==> src/rtl/dsh_div.sv <==
module dsh_div #(
    parameter int SW = 18
) (
    input  logic          aclk,
    input  logic          aresetn,
    input  logic          start,
    input  logic [SW-1:0] x,
    input  logic [2:0]    cnt,
    output logic [SW-1:0] q,
    output logic          q_valid
);

    localparam logic [SW-1:0] RECIP3 = SW'((64'd1 << SW) / 64'd3);

    logic [SW-1:0]   x_reg;
    logic [2:0]      cnt_reg;
    logic [2*SW-1:0] prod_reg;
    logic            valid_reg;

    logic [SW-1:0] est;
    logic [SW+1:0] rem;
    logic [SW-1:0] third;

    always_ff @(posedge aclk) begin
        if (!aresetn) begin
            valid_reg <= 1'b0;
        end else begin
            valid_reg <= start;
        end
    end

    always_ff @(posedge aclk) begin
        if (start) begin
            x_reg    <= x;
            cnt_reg  <= cnt;
            prod_reg <= (2*SW)'(x) * (2*SW)'(RECIP3);
        end
    end

    // reciprocal estimate is exact or one low
    always_comb begin
        est   = prod_reg[2*SW-1:SW];
        rem   = (SW+2)'(x_reg) - (SW+2)'(est) * (SW+2)'(3);
        third = (rem >= (SW+2)'(3)) ? est + SW'(1) : est;
        case (cnt_reg)
            3'd1:    q = x_reg;
            3'd2:    q = x_reg >> 1;
            3'd3:    q = third;
            3'd4:    q = x_reg >> 2;
            default: q = '0;
        endcase
    end

    assign q_valid = valid_reg;

endmodule

==> config.mk <==
export PLATFORM = sky130hd
export DESIGN_NAME = dsh_div
export DESIGN_NICKNAME = d
export VERILOG_FILES = /design/src/rtl/dsh_div.sv
export SDC_FILE = /design/constraint.sdc
export NUM_CORES = 1
export LEC_CHECK = 0
export ABC_AREA = 1
export ABC_CLOCK_PERIOD_IN_PS = 8200
export BUFFER_PORTS_ARGS = -buffer_cell sky130_fd_sc_hd__buf_2
export CAP_MARGIN = 10
export CORE_MARGIN = 3
export CORE_UTILIZATION = 30
export DETAILED_ROUTE_END_ITERATION = 10
export SLEW_MARGIN = 20
export SYNTH_ARGS = -nofsm -noshare
export SYNTH_HDL_FRONTEND = slang
export SYNTH_SLANG_ARGS = --single-unit
==> constraint.sdc <==
create_clock -name aclk -period 8.2 [get_ports aclk]
set_input_delay 1.64 -clock aclk [delete_from_list [all_inputs] [get_ports aclk]]
set_output_delay 1.64 -clock aclk [all_outputs]
set_load 0.05 [all_outputs]
== Yosys cells after proc, flatten, opt, wreduce, memory -nomap -nowiden ==
Cells that the tools add are included.
Word-level totals
  memories kept: 0
  register bits: 57
  bits in read-only memories: 0
  memory bits (writable): 0
  output and inout bits: 19
  latch bits: 0
  input port bits: 24
Operators by class
  bitwise operators: 0
  shift-type cells: 0
  multipliers: 2
  divide/modulo/power cells: 0
  $add $sub $neg: 2
  mux-type cells: 2
  $lt $le $gt $ge: 1
  reduce and logical (&&, ||, !) cells: 0
  eq/ne operators: 4
Operators by type and width (count)
  18-bit one-hot mux with 4 select lines: 1
  18-bit by 17-bit multiplier with 35-bit output (second input constant): 1
  20-bit by 2-bit greater-or-equal comparator with 1-bit output (second input constant): 1
  18-bit by 19-bit subtractor with 20-bit output: 1
  17-bit by 2-bit multiplier with 19-bit output (second input constant): 1
  17-bit by 1-bit adder with 18-bit output (second input constant): 1
  18-bit 2-to-1 mux: 1
  3-bit by 2-bit equality test with 1-bit output (second input constant): 2
  3-bit by 1-bit equality test with 1-bit output (second input constant): 1
  3-bit equality test (second input constant): 1

== Logic depth before layout (Yosys ltp) ==
  word-level depth: 5
  mapped depth: 22

== Worst setup path after synthesis ==
Ideal clock, no wire load.
  kind: in2reg
  start: in x[2]
  end: reg prod_reg[27] (data pin)
  stages on the path: 20
  arrival: 6.019 ns
  path slack: 1.922 ns
  required time: 7.941 ns
  path through: ha_1 fa_1 inv_1 fa_1 inv_1 fa_1 fa_1 inv_1 fa_1 inv_1 ha_1 a21oi_1 inv_1 nor2_1 o21a_1 nand2_1 a21boi_0 o21ai_0 nand2_1 nand2_1
Between the ends
  longest elaborated chain between the ends: 1
Ends and longest elaborated chain
  start, declared: RTL line 7  | input logic [SW-1:0] x,
  18-bit by 17-bit multiplier with 35-bit output: RTL line 36  | prod_reg <= (2*SW)'(x) * (2*SW)'(RECIP3);
  end signal, assigned: RTL line 36
  end, declared: RTL line 17  | logic [2*SW-1:0] prod_reg;
Every way passes these cells.
A chain may end at the register's enable or synchronous reset.

== Final worst setup path ==
  start: in x[6]
  end: reg prod_reg[27] (data pin)
The elaborated chain is that of the path after synthesis.

==> metrics.md <==
| Metric | Value |
|---|---|
| Outcome | complete, no violations |
| Slew headroom | between 20% and 30% |
| Grt ovf | 0 |
| Vias in the first global route | approximately 8300 |
| Fill cells | approximately 3400 |
| Initial antenna violation count | 1 |
| Setup crit end kind | flop |
| Hold depth | 1 |
| DIE WIDTH | around 190 um |
| Placed cell area | 0.0105 mm2 |
| DIE AREA | 0.0348 mm2 |
| DP Wirelength | 22900 um |
| Clk slew on worst S/H paths | about 0.060 ns |
| Worst path slowest cell | fa_1 |
| Min setup slack post-route | between 1.5 and 2 ns |
| Sequential area share after synthesis | 11.9% |
| Fin Setup TNS | 0 ns |
| Measured slew at the worst slew-check pin | roughly 1.1 ns |
| Routed len/inst | 14.8 um |
| Max Cap Viol | 0 |
| Port Buf Inserts | 42 |
| Row count | 65 |
| CTS Hold Bufs | 0 |
| Area of the core | 0.0318 mm2 |
| Final Hold Fails | 0 |
| Clk sink count | 39 |
| Syn Inst Count | 1258 |
| Synth Cell Area | 0.00977 mm2 |
| Critical path depth in cells | 21 |
| Syn Nets | 1574 |
| DP Worst Slack | ~1.4 ns |
| P&R area growth vs syn | 8.70% |
| Min-delay worst type | input port to flop |
| Ys flop type | edfxtp_1 |
| Drt pass-1 iters | 7 |
| CP cell instances | buf_2 > ha_1 > ha_1 > inv_1 > fa_1 > inv_1 > fa_1 > fa_1 > inv_1 > fa_1 > inv_1 > ha_1 > a21oi_1 > nor2_1 > nor2_1 > o21a_1 > nand2_1 > a21boi_0 > o21ai_0 > nand2_1 > nand2_1 |
| Initial cell density of the core | a little under a third |
| Maximum clock insertion buffer count | 2 |
| Number of nets in the layout | between 1500 and 2000 |
| Critical Path Max Stage Delay | 0.59 ns |
| Final ANT Viol Nets | 0 |
| Leading cell type in the layout, fill and taps excluded | inv_1 |
| Most frequent cells in the layout | 340 x inv_1, 252 x nand2_1, 183 x ha_1 |
| RSZ-0062 raised after global routing | false |
| Synth area leader | ha_1 |
| Share of post-route cells with drive strength above 1 | approximately 5.8% |
| Area of the multi-input gates | approximately 0.0073 mm2 |
| CP Buf/Inv Count | 5 |
| Max reg flops | 18 |
| Tmin final | 6.55 ns |
| Chip height | around 190 um |
| I/O pins | 43 |
| Global Route Usage Sum | 15.2% |
| GPL Wtd Cong | approximately 0.91 |
| First-pass GRT wire length | ~43000 um |
| Vias per std cell | between 4 and 5 |
| Syn avg cell area | a little under 8 um2 |
| Yosys top cell area share | 23.4% |
| Residual DRC | 0 |
| H-tree depth | 2 |
| Resize count post-CTS | 0 |
| Worst setup path class | input port to flop |
| Total number of vias | 7903 |
| Finished Cell Area | approximately 0.011 mm2 |
| EDFF count, synth | 38 |
| Worst Setup Start Kind | input port |
| Critical path fanouts, max | 6 |
| Synth Warn # | 0 |
| Ranking of synthesized cells by area | ha_1 23%, fa_1 22%, inv_1 13% |
| Largest net degree at the start of global routing | 40 |
| FFs w/ async S/R, synth | 0% |
| Period utilization | between 70% and 80% |
| Num CTS Buffers | 5 |
| Maximum clock frequency | between 150 and 200 MHz |
| Post-CTS Setup Bufs | 0 |
| CTS root buffer | clkbuf_16 |
| Req. time, crit path | approximately 8.2 ns |
| CP top delay family | adder cells |
| Ant. Diodes | 0 |
| TritonCTS clock tree | done |
| Iter 0 DRT Violations | ~450 |
| Final WL | 25800 um |
| Max-slew violation count | 0 |
| Synth Register Bits | 39 |
| Final Setup Violations | 0 |
| Worst path arrival time | roughly 6.6 ns |
| Library cells used by synthesis | 40 |
| Register area | around 0.0012 mm2 |
-- per-stage QoR --
stage               util [%]  instances  hold slack (ns)
CTS                     33.4       1736             1.52
global route            33.4       1736             1.51
floorplan                  -       1258             1.73
global placement        33.0       1728             1.82
finish                  33.4       1736             1.52
detailed placement      33.0       1728             1.82
-- layer usage --
layer / track usage, % / wire (um) / vias up
li1: - / - / 4020
met1: 20.8 / 12500 / 3705
met2: 26.1 / 12100 / 138
met3: 0.996 / 659 / 38
met4: 4.16 / 536 / 2
met5: 0 / 8 / -
-- worst paths after layout --
| path | end | slack [ns] | from |
|---|---|---|---|
| max | prod_reg[27] | 1.65 | x[6] |
| min | cnt_reg[2] | 1.52 | cnt[2] |
-- layout make-up --
type / count / area share [%]
clock buffer: 6 / 1.21
clock inverter: 2 / 0.0707
inverter: 342 / 12.1
multi-input combinational: 870 / 68.6
sequential: 39 / 10.9
tap: 435 / 5.13
timing repair buffer: 42 / 1.98
-- cell usage after synthesis, types with 8 or more instances --
| cell | instances |
|---|---|
| nand3_1 | 63 |
| inv_1 | 340 |
| ha_1 | 183 |
| nand4_1 | 16 |
| nor2_1 | 55 |
| nor2_2 | 8 |
| nand2_1 | 252 |
| edfxtp_1 | 38 |
| fa_1 | 109 |
| a21oi_1 | 61 |
| xor2_1 | 18 |
| nor3_1 | 10 |
| o21ai_0 | 18 |
| o22ai_1 | 12 |
-- cells by family after synthesis --
kind of cell | count (synthesis) | synth area share, %
and+or+nand+nor | 431 | 19.1
buffers and inverters | 349 | 13.6
adders and majority gates | 292 | 45.8
AOI/OAI and AO/OA | 122 | 7.32
DFF | 39 | 11.9
xor gates and xnor gates | 25 | 2.24
Power is left out: the tool's default activity adds up to more than one toggle a clock period on the data nets, which glitch-free logic cannot reach.
