### src/rtl/dsh_pkg.sv
package dsh_pkg;

    localparam int DEF_MAX_LEVELS  = 7;
    localparam int DEF_HEIGHT_BITS = 16;

    localparam int CFG_W = 17;
    localparam int LVL_W = 3;

    localparam logic [CFG_W-1:0] ONE_Q16      = 17'h10000;
    localparam logic [CFG_W-1:0] ROUGH_RESET  = 17'h08000;
    localparam logic [LVL_W-1:0] LEVELS_RESET = 3'd7;

    localparam logic [1:0] PH_CORNER = 2'd0;
    localparam logic [1:0] PH_CENTRE = 2'd1;
    localparam logic [1:0] PH_EDGE   = 2'd2;

    localparam logic REG_ROUGHNESS = 1'b0;
    localparam logic REG_LEVELS    = 1'b1;

    typedef struct packed {
        logic [1:0] kind;
        logic       done;
        logic [3:0] use_mask;
    } pt_ctrl_t;

endpackage

### src/rtl/dsh_walker.sv
module dsh_walker #(
    parameter int MAX_LEVELS = dsh_pkg::DEF_MAX_LEVELS,
    localparam int CW = MAX_LEVELS + 1
) (
    input  logic                     aclk,
    input  logic                     aresetn,
    input  logic [dsh_pkg::LVL_W-1:0] levels,
    input  logic                     restart,
    input  logic [dsh_pkg::LVL_W-1:0] restart_levels,
    input  logic                     advance,
    output logic [CW-1:0]            pt_row,
    output logic [CW-1:0]            pt_col,
    output logic [CW-1:0]            pt_half,
    output dsh_pkg::pt_ctrl_t        pt_ctrl
);

    localparam int RST_LVL = (int'(dsh_pkg::LEVELS_RESET) > MAX_LEVELS) ?
                             MAX_LEVELS : int'(dsh_pkg::LEVELS_RESET);
    localparam logic [CW-1:0] N_RST = CW'(1) << RST_LVL;

    function automatic logic [CW-1:0] side_of(input logic [dsh_pkg::LVL_W-1:0] lv);
        logic [3:0] l;
        if (4'(lv) > 4'(MAX_LEVELS)) begin
            l = 4'(MAX_LEVELS);
        end else begin
            l = 4'(lv);
        end
        return CW'(1) << l;
    endfunction

    logic [1:0]    phase_reg, phase_next;
    logic [CW-1:0] step_reg, step_next;
    logic [CW-1:0] row_reg, row_next;
    logic [CW-1:0] col_reg, col_next;
    logic [1:0]    cidx_reg, cidx_next;

    logic [CW-1:0] n, st, hf, rw, cl, st_half;
    logic [1:0]    ph, ci, ci_inc;
    logic [CW:0]   n_w, col_w, row_st_w, row_hf_w, col_hf_w;
    logic          done;

    always_comb begin
        n  = side_of(levels);
        ph = phase_reg;
        st = step_reg;
        rw = row_reg;
        cl = col_reg;
        ci = cidx_reg;
        // stale or spent state starts the map over
        if (ph > dsh_pkg::PH_EDGE || st < CW'(2)) begin
            ph = dsh_pkg::PH_CORNER;
            ci = 2'd0;
            st = n;
            rw = '0;
            cl = '0;
        end
        hf       = st >> 1;
        st_half  = st >> 1;
        ci_inc   = ci + 2'd1;
        n_w      = {1'b0, n};
        col_w    = {1'b0, cl} + {1'b0, st};
        row_st_w = {1'b0, rw} + {1'b0, st};
        row_hf_w = {1'b0, rw} + {1'b0, hf};
        col_hf_w = {1'b0, cl} + {1'b0, hf};

        phase_next = ph;
        step_next  = st;
        row_next   = rw;
        col_next   = cl;
        cidx_next  = ci;
        done       = 1'b0;
        pt_row     = rw;
        pt_col     = cl;
        pt_ctrl.kind     = ph;
        pt_ctrl.use_mask = 4'b0000;

        unique case (ph)
            dsh_pkg::PH_CORNER: begin
                pt_row    = ci[1] ? n : '0;
                pt_col    = ci[0] ? n : '0;
                cidx_next = ci_inc;
                if (ci_inc == 2'd0) begin
                    if (n < CW'(2)) begin
                        done = 1'b1;
                    end else begin
                        phase_next = dsh_pkg::PH_CENTRE;
                        step_next  = n;
                        row_next   = n >> 1;
                        col_next   = n >> 1;
                    end
                end
            end
            dsh_pkg::PH_CENTRE: begin
                pt_ctrl.use_mask = 4'b1111;
                if (col_w > n_w) begin
                    col_next = hf;
                    if (row_st_w > n_w) begin
                        phase_next = dsh_pkg::PH_EDGE;
                        row_next   = '0;
                        col_next   = hf;
                    end else begin
                        row_next = row_st_w[CW-1:0];
                    end
                end else begin
                    col_next = col_w[CW-1:0];
                end
            end
            dsh_pkg::PH_EDGE: begin
                pt_ctrl.use_mask[0] = (rw >= hf);
                pt_ctrl.use_mask[1] = (row_hf_w <= n_w);
                pt_ctrl.use_mask[2] = (cl >= hf);
                pt_ctrl.use_mask[3] = (col_hf_w <= n_w);
                if (col_w > n_w) begin
                    if (row_hf_w > n_w) begin
                        step_next = st_half;
                        if (st_half > CW'(1)) begin
                            phase_next = dsh_pkg::PH_CENTRE;
                            row_next   = st_half >> 1;
                            col_next   = st_half >> 1;
                        end else begin
                            done = 1'b1;
                        end
                    end else begin
                        row_next = row_hf_w[CW-1:0];
                        col_next = ((row_hf_w[CW-1:0] & (st - CW'(1))) == '0) ? hf : '0;
                    end
                end else begin
                    col_next = col_w[CW-1:0];
                end
            end
            default: begin
                phase_next = dsh_pkg::PH_CORNER;
            end
        endcase

        if (done) begin
            phase_next = dsh_pkg::PH_CORNER;
            cidx_next  = 2'd0;
            step_next  = n;
            row_next   = '0;
            col_next   = '0;
        end
        pt_half      = hf;
        pt_ctrl.done = done;
    end

    always_ff @(posedge aclk) begin
        if (!aresetn) begin
            phase_reg <= dsh_pkg::PH_CORNER;
            cidx_reg  <= 2'd0;
            step_reg  <= N_RST;
            row_reg   <= '0;
            col_reg   <= '0;
        end else if (restart) begin
            phase_reg <= dsh_pkg::PH_CORNER;
            cidx_reg  <= 2'd0;
            step_reg  <= side_of(restart_levels);
            row_reg   <= '0;
            col_reg   <= '0;
        end else if (advance) begin
            phase_reg <= phase_next;
            cidx_reg  <= cidx_next;
            step_reg  <= step_next;
            row_reg   <= row_next;
            col_reg   <= col_next;
        end
    end

endmodule

### config.mk
export PLATFORM = sky130hd
export DESIGN_NAME = dsh_walker
export DESIGN_NICKNAME = d
export VERILOG_FILES = /design/src/rtl/dsh_pkg.sv /design/src/rtl/dsh_walker.sv
export SDC_FILE = /design/constraint.sdc
export NUM_CORES = 1
export LEC_CHECK = 0
export BUFFER_PORTS_ARGS = -buffer_cell sky130_fd_sc_hd__buf_2
export CAP_MARGIN = 10
export CORE_MARGIN = 5
export CORE_UTILIZATION = 35
export DETAILED_ROUTE_END_ITERATION = 10
export GPL_ROUTABILITY_DRIVEN = 0
export PLACE_DENSITY = 0.59
export SKIP_CTS_REPAIR_TIMING = 1
export SYNTH_ARGS = -nofsm -noshare
export SYNTH_HDL_FRONTEND = slang
export SYNTH_SLANG_ARGS = --single-unit
### constraint.sdc
create_clock -name aclk -period 5.1 [get_ports aclk]
set_input_delay 0 -clock aclk [delete_from_list [all_inputs] [get_ports aclk]]
set_output_delay 0 -clock aclk [all_outputs]
set_load 0.05 [all_outputs]
* After elaboration in Yosys (flattened, before gate mapping) *
Index checks and enable logic that the tools add are counted.

operators by class
  add/subtract/negate cells = 6
  order comparisons = 11
  equal/unequal tests = 2
  shifts and indexed selects = 2
  multiplexer cells = 55
  bitwise logic cells = 2
  reductions and logical operators = 6

operator list
  operator               number
  $mux W8                29
  $pmux W8 S3            2
  $gt A9 B8 Y1           3
  $mux W2                12
  $add A8 B7 Y9          2
  $add A8 B8 Y9          2
  $le A9 B8 Y1           2
  $ge A8 B7 Y1           2
  $lt A8 B2 Y1 const B   2
  $pmux W8 S2            1
  $and A8 B8 Y8          1
  $logic_not A8 Y1       1
  $mux W4                2
  $pmux W4 S2            1
  $shl A1 B3 Y8 const A  1
  $shl A1 B4 Y8 const A  1
  $sub A8 B1 Y8 const B  1
  $gt A7 B1 Y1 const B   1
  $mux W7                1
  $pmux W2 S3            1
  $mux W1                5
  $logic_not A2 Y1       2
  $add A2 B1 Y2 const B  1
  $eq A2 B1 Y1 const B   1
  other kinds (7)        7

storage, ports and cells
  register bits after elaboration = 28
  input bits = 10
  word-level logic and storage cells = 89

* Longest topological paths before layout *
Gate-level depths: netlist of run 1.

  word-level depth = 11
  depth in mapped cells = 27
  mapped depth without buffers = 23

* Worst setup path before layout of run 1 *
Ideal clock, no wire load.

  path kind = register to register
  start = reg step_reg[2]
  end = reg row_reg[0]
  data arrival time = 5.542 ns
  data required time = 4.980 ns
  path slack = -0.561 ns
  cell stages (with the launch flop) = 22
  path buffers = 2
  cells stage by stage = dfxtp_1 nor4_2 a21oi_4 clkbuf_1 a21oi_1 inv_1 ha_1 a221oi_1 nor2_1 a221oi_1 xnor2_1 ha_1 nand2_1 nor2_1 a2111oi_0 a221oi_1 a311o_2 buf_6 o2111ai_1 nand3b_1 o211a_1 a211o_1

between the ends
  longest elaborated chain between the ends = 9

RTL lines
  what                                         RTL line           text
  start, declared                              dsh_walker.sv:32   logic [CW-1:0] step_reg, step_next;
  start signal, assigned                       dsh_walker.sv:157  step_reg <= side_of(restart_levels);
  start signal, assigned                       dsh_walker.sv:163  step_reg <= step_next;
  $lt A8 B2 Y1 (*)                             dsh_walker.sv:50   if (ph > dsh_pkg::PH_EDGE || st < CW'(2)) begin
  $logic_or A1 B1 Y1 (*)                       dsh_walker.sv:50
  $mux W8 (*)                                  dsh_walker.sv:50
  net pt_half[0]                               dsh_walker.sv:13   output logic [CW-1:0] pt_half,
  $add A8 B7 Y9, or another cell as far along  dsh_walker.sv:63   row_hf_w = {1'b0, rw} + {1'b0, hf};
  $gt A9 B8 Y1, or another cell as far along   dsh_walker.sv:114  if (row_hf_w > n_w) begin
  $mux W8, or another cell as far along        dsh_walker.sv:114
  $mux W8, or another cell as far along        dsh_walker.sv:113  if (col_w > n_w) begin
  $pmux W8 S3 or $pmux W1 S2 (tied branches)   dsh_walker.sv:77   unique case (ph)
  $mux W8 (*)                                  dsh_walker.sv:136  if (done) begin
  end signal, assigned                         dsh_walker.sv:164  row_reg <= row_next;
  end, declared                                dsh_walker.sv:33   logic [CW-1:0] row_reg, row_next;

Mark *: on every way through the listed nets, which the timed path passes. The rest lies on a longest branch.
A chain may end at the register's enable or synchronous reset.

* Worst setup path in the final report of run 1 *
  start = reg step_reg[2]
  end = reg col_reg[5]

between the ends
  longest elaborated chain between the ends = 11

RTL lines
  what                                                                    RTL line           text
  parallel branches: the longest is 10 deep, another holds $add A8 B7 Y9  --
  $mux W8 (*)                                                             dsh_walker.sv:136
  end signal, assigned                                                    dsh_walker.sv:165  col_reg <= col_next;
  end, declared                                                           dsh_walker.sv:34   logic [CW-1:0] col_reg, col_next;

Every way passes the cells marked *.

==> results of run 1 <==
## through the flow
step	worst slack (ps)	TNS (ps)	hold WS [ps]	cells	cell area, µm²
floorplan	4.83	0	170	813	5870
global route	-137	-900	24.7	1132	7140
global placement	67.5	0	305	1117	6810
CTS	-68.9	-126	27.2	1120	6880
detailed placement	-36.1	-64.8	303	1117	6810
finish	33.0	0	26.0	1132	7140
## worst paths after layout
path / end / slack (ps) / cells after the start
setup / recovery: col_reg[5] / 30 / 26
hold / removal: step_reg[7] / 30 / 2
setup reg to reg: col_reg[5] / 30 / 26
hold reg to reg: row_reg[0] / 460 / 1
## cell families (layout without fill, tap and decap cells)
group                      Yosys count  in the layout
AOI/OAI and AO/OA                  315            315
and+or+nand+nor                    252            253
buffers and inverters              104            202
adders and majority gates           83             83
DFF                                 28             28
xor gates and xnor gates            26             26
muxes                                4              4
other                                1              1
## synth_stat cells, types with 9 or more instances
library cell  number  area [µm²]
ha_1              79         988
a21oi_1           76         380
nand2_1           70         263
inv_1             59         221
nor2_1            58         218
o21ai_0           55         275
dfxtp_1           28         561
o22ai_1           28         175
nor3_1            27         135
clkbuf_1          26        97.6
nand3_1           20         100
o21a_1            17         128
xnor2_1           16         140
nor2b_1           14        87.6
a211oi_1          13        97.6
a31oi_1           12        75.1
o211ai_1          10        75.1
xor2_1            10        87.6
nand4_1            9        56.3
## layer usage
metal	GRT usage, %	part of all wire, %	vias to the layer above
li1	-	-	3242
met1	33.8	40	3418
met2	40.8	45	507
met3	3.69	11	116
met4	8.50	4.9	0
met5	0	0	-
## worst max-delay path, stage by stage, from the launching register on
cell        delay, ps
dfxtp_1           320
buf_6             140
nor4_4            360
a21oi_4           140
nor2_2            170
a21oi_4            50
clkinvlp_4         90
buf_6             130
ha_2              210
inv_2              50
fa_2              380
nand2b_4          150
a21oi_2           140
o21ai_1            90
nand2b_1          120
xnor2_2            80
ha_1              320
a22oi_1            80
and4b_1           230
a211oi_4          290
a31o_4            210
nand4_1           230
o21ai_4           330
buf_4             180
nor3_2             70
a21oi_1           170
and3b_1           190
## power by group
part           total, mW  internal [mW]  switching (mW)
clock              0.187          0.105          0.0829
sequential         0.228          0.223         0.00582
combinational      0.627          0.238           0.389
## final cells by class
class                      count  area (µm²)  share of cell area (%)
timing repair buffer         133         943                    13.2
sequential                    28         561                    7.85
clock buffer                   3        75.1                    1.05
tap                          220         275                    3.86
inverter                      66         251                    3.52
multi-input combinational    682        5030                    70.5
==> impl_metrics.ini, run 1 <==
[run_status]
run_status = finished, final reports clean

[critical_path]
cp.required_ps = 5270
endpoint_kind = register
worstSetupStartpointType = register
worstSetupPathType = register to register
critical_path.startpoint = step_reg[2]
cp_data_arrival_time_ps = 5230
timing.rr.start = step_reg[2]
crit_fanout = 8

[detailed_routing]
vias = 7283
dr.pass1.iters = 7
remaining_drc_errors = 0
drt_iter0_drc = 987
wl_mm = 26.1
routed_via_density = 6.43
avgRoutedWirePerCell_um = 23.0
ant_nets = 0

[synth]
netlist_area_um2 = 5790
synthMuxAreaShare_pct = 0.691
synth_edf_count = 0
synth_ff_type = dfxtp_1
ys_seq_area_share_pct = 9.67
synth_warnings = 0
ys_ff_latch = 28
synth_top_family_by_area = compound AO/OA/AOI/OAI gates
syn_nets = 906
yosys.area_share.adder_pct = 18.4
synth_xor_area_share_pct = 3.93
synthDistinctLibCells = 93
postSynth.asyncResetShare_pct = 0
synth_area_per_cell_um2 = 7.13
synth-compound-area-share_pct = 37.8
synthCells = 813
yosys.area_share.simple_pct = 22.0

[die]
chipHeight_um = 139
rows = 47
io_pins = 41
initial_core_util_pct = 35.3
die_x_um = 139
core_um2 = 16400
dieArea_um2 = 19200

[timing]
setup_viol = 0
final.setup_skew_ps = 3.80
drv_slew = 0
slew_headroom_pct = 40.7
clock.fmax_ghz = 0.197
post-route-period-util_pct = 99.4
worstMarginPinSlew_ps = 890
post-route-min-period_ps = 5070
hold_viol = 0

[job]
cap_violations = 0

[clock_network]
h-tree-depth = 1
cts_made_buffers = 3
clk_pin_slew_ps = 70
clk_latency_ps = 270
cts.sinks = 28
tritoncts = yes
clockBufferDepth = 2
root_buffer = clkbuf_16

[final_layout]
final_cell_mix = buf_4 (88), ha_1 (76), a21oi_1 (73), nand2_1 (70), inv_1 (57)
nNetsFinal = 1007
drive_gt1_share_pct = 22.1
syn_to_final_growth_pct = 23.2
fillers = 1703
utilization_pct = 43.5
antenna_cells = 0
final_common_cell = buf_4

[global_route]
grt_pass1_vias = 6518
grt-ovfl-total = 0
grt_antenna_before_repair = 0
track_usage_pct = 25.0
grt_max_degree = 25
grt_pass1_wl_mm = 38.5

[power]
vdd.ir_drop.worst_v = 0.000123
p_leak_nw = 3.27
p_per_area_nw_per_um2 = 146
power_mw = 1.04

[min_path]
min_from = aresetn
hold_class = input pin to register

[placed_design]
dpl.hpwl_mm = 20.3
io_buffers = 39
No activity file was read; power rests on OpenSTA's default activity.
==> inputs of run 2 (changes only) <==
MAX_ROUTING_LAYER = met4   (was unset)
RECOVER_POWER = 25   (was unset)
==> run 2 against run 1 <==
Die area is the same. Clock power is essentially flat. Via count shrank 0.78%. Cell area grew 1.1%. Register-to-register slack is essentially flat. Clock-buffer cell count is the same. Critical endpoint unchanged. Global-route usage grew 0.71 points. Combinational power grew 1%. First-iteration DRC count grew 2.9%. Maximum frequency is essentially flat. Highest routed layer unchanged. Worst hold slack lost 1.7 ps.
==> impl_metrics.ini, run 2 (synthesized netlist as in run 1, its figures left out) <==
[critical_path]
max_stage_delay_ps = 370
cp.required_ps = 5270
worstSetupPathType = register to register
cp_common_cell = buf_6
reg2reg_depth = 23
timing.rr.start = step_reg[2]
ff2ff_setup_slack_ps = 30
critPathTopFamily = compound AO/OA/AOI/OAI gates
cp_data_arrival_time_ps = 5240
cpMaxStageDelayCell = o21ai_4
r2r_end = col_reg[5]
path_cells = buf_6, nor4_4, a21oi_4, buf_6, a21oi_4, clkinvlp_4, buf_6, ha_4, a211oi_4, o21bai_1, and2_1, o41ai_2, xnor2_1, ha_2, nor2_1, and4b_1, a211oi_4, a31o_4, nand4_1, o21ai_4, o21ai_4, a21oi_1, and3b_1
crit_buf_inv = 4
endpoint_kind = register
crit_fanout = 10
worstSetupStartpointType = register

[timing]
holdWs_ps = 24.3
slew_headroom_pct = 41.2
setup_viol = 0
setup_ws_ps = 30.1
post-route-period-util_pct = 99.4
worstMarginPinSlew_ps = 883
clock.fmax_ghz = 0.197
final.setup_skew_ps = 5.00
hold_viol = 0
post-route-min-period_ps = 5070
fin_tns_setup_ps = 0
rsz0062_at_grt = true
drv_slew = 0

[final_layout]
final_cell_mix = buf_4 (92), ha_1 (76), a21oi_1 (73), nand2_1 (70), inv_1 (57)
regArea_um2 = 562
antenna_cells = 0
multi_input_area_um2 = 5050
fillers = 1700
syn_to_final_growth_pct = 24.6
drive_gt1_share_pct = 22.8
stdcell_area_um2 = 7220
final_common_cell = buf_4
nNetsFinal = 1012
utilization_pct = 44.0
instances_no_fill = 1137

[clock_network]
cts_made_buffers = 3
tritoncts = yes
cts.sinks = 28
clk_pin_slew_ps = 70
h-tree-depth = 1
clk_latency_ps = 270
root_buffer = clkbuf_16
clockBufferDepth = 2

[power]
seqPwrFrac_pct = 21.7
p_clk_share_pct = 18.0
switchingPower_mw = 0.482
p_sw_share_pct = 45.8
p_per_area_nw_per_um2 = 146
combPwrFrac_pct = 60.3
p_int_mw = 0.570
power_mw = 1.05
vdd.ir_drop.worst_v = 0.000127
p_leak_nw = 3.30

[detailed_routing]
avgRoutedWirePerCell_um = 23.0
remaining_drc_errors = 0
topRoutingLayerUsed = met4
wl_mm = 26.2
routed_via_density = 6.36
wl_met2_mm = 11.8
drt-met1-wl_mm = 10.7
ant_nets = 0
wl_met3_mm = 2.43
vias = 7226
drt_iter0_drc = 1016
dr.pass1.iters = 5

[placed_design]
pre_cts_ws_ps = -36.1
dpl.hpwl_mm = 20.3
io_buffers = 39
placedInstanceArea_um2 = 6810
dp_cells = 1117

[global_route]
grt_pass1_wl_mm = 38.5
grt-ovfl-total = 0
grt_pass1_vias = 6530
grt_max_degree = 25
grt_antenna_before_repair = 0
track_usage_pct = 25.7

[min_path]
worstHoldPathCells = 2
min_from = aresetn
hold_class = input pin to register
hold_end = step_reg[7]

[run_status]
run_status = finished, final reports clean

[die]
dieArea_um2 = 19200
core_um2 = 16400
chipHeight_um = 139
initial_core_util_pct = 35.3
rows = 47
die_x_um = 139
io_pins = 41

[job]
cap_violations = 0
==> run 2: changes by cell type in the layout (fill, tap and decap cells not counted), sizes merged <==
cell    previous run  this run
buf              132       139
clkbuf             4         3
nor3              29        28
==> run 2: layout make-up <==
cell class	instances	area share, %
well taps	220	3.81
multi-input cells	681	70.0
inverters	66	3.48
clock buffers	3	1.04
repair buffers	139	13.9
flip-flops and latches	28	7.78
==> run 2: layer usage <==
metal  GRT usage [%]  up-vias
met5               -        -
met4            8.55        0
met3            3.14      107
met2            40.8      477
met1            34.1     3393
li1                -     3249
==> run 2: worst register-to-register path, stage by stage, from the launching register on <==
cell and delay (ps):
dfxtp_2 330, buf_6 120, nor4_4 360, a21oi_4 140
buf_6 150, a21oi_4 170, clkinvlp_4 140, buf_6 160
ha_4 180, a211oi_4 250, o21bai_1 110, and2_1 160
o41ai_2 360, xnor2_1 230, ha_2 250, nor2_1 60
and4b_1 210, a211oi_4 290, a31o_4 210, nand4_1 220
o21ai_4 370, o21ai_4 150, a21oi_1 190, and3b_1 190
==> run 2: how the worst max path moves through the flow <==
stage                startpoint    endpoint  cells past startpoint
finish              step_reg[2]  col_reg[5]                     23
global route        step_reg[2]  col_reg[7]                     26
CTS                 step_reg[4]  col_reg[0]                     21
detailed placement  step_reg[4]  col_reg[0]                     21
global placement    step_reg[4]  row_reg[2]                     22
floorplan           step_reg[6]  col_reg[0]                     20
==> run 2: power by group through the flow <==
stage	sequential (mW)	combinational [mW]	clock (mW)
floorplan	0.233	0.384	0
global placement	0.233	0.566	0
detailed placement	0.233	0.568	0
CTS	0.228	0.570	0.188
global route	0.229	0.671	0.197
finish	0.228	0.634	0.190
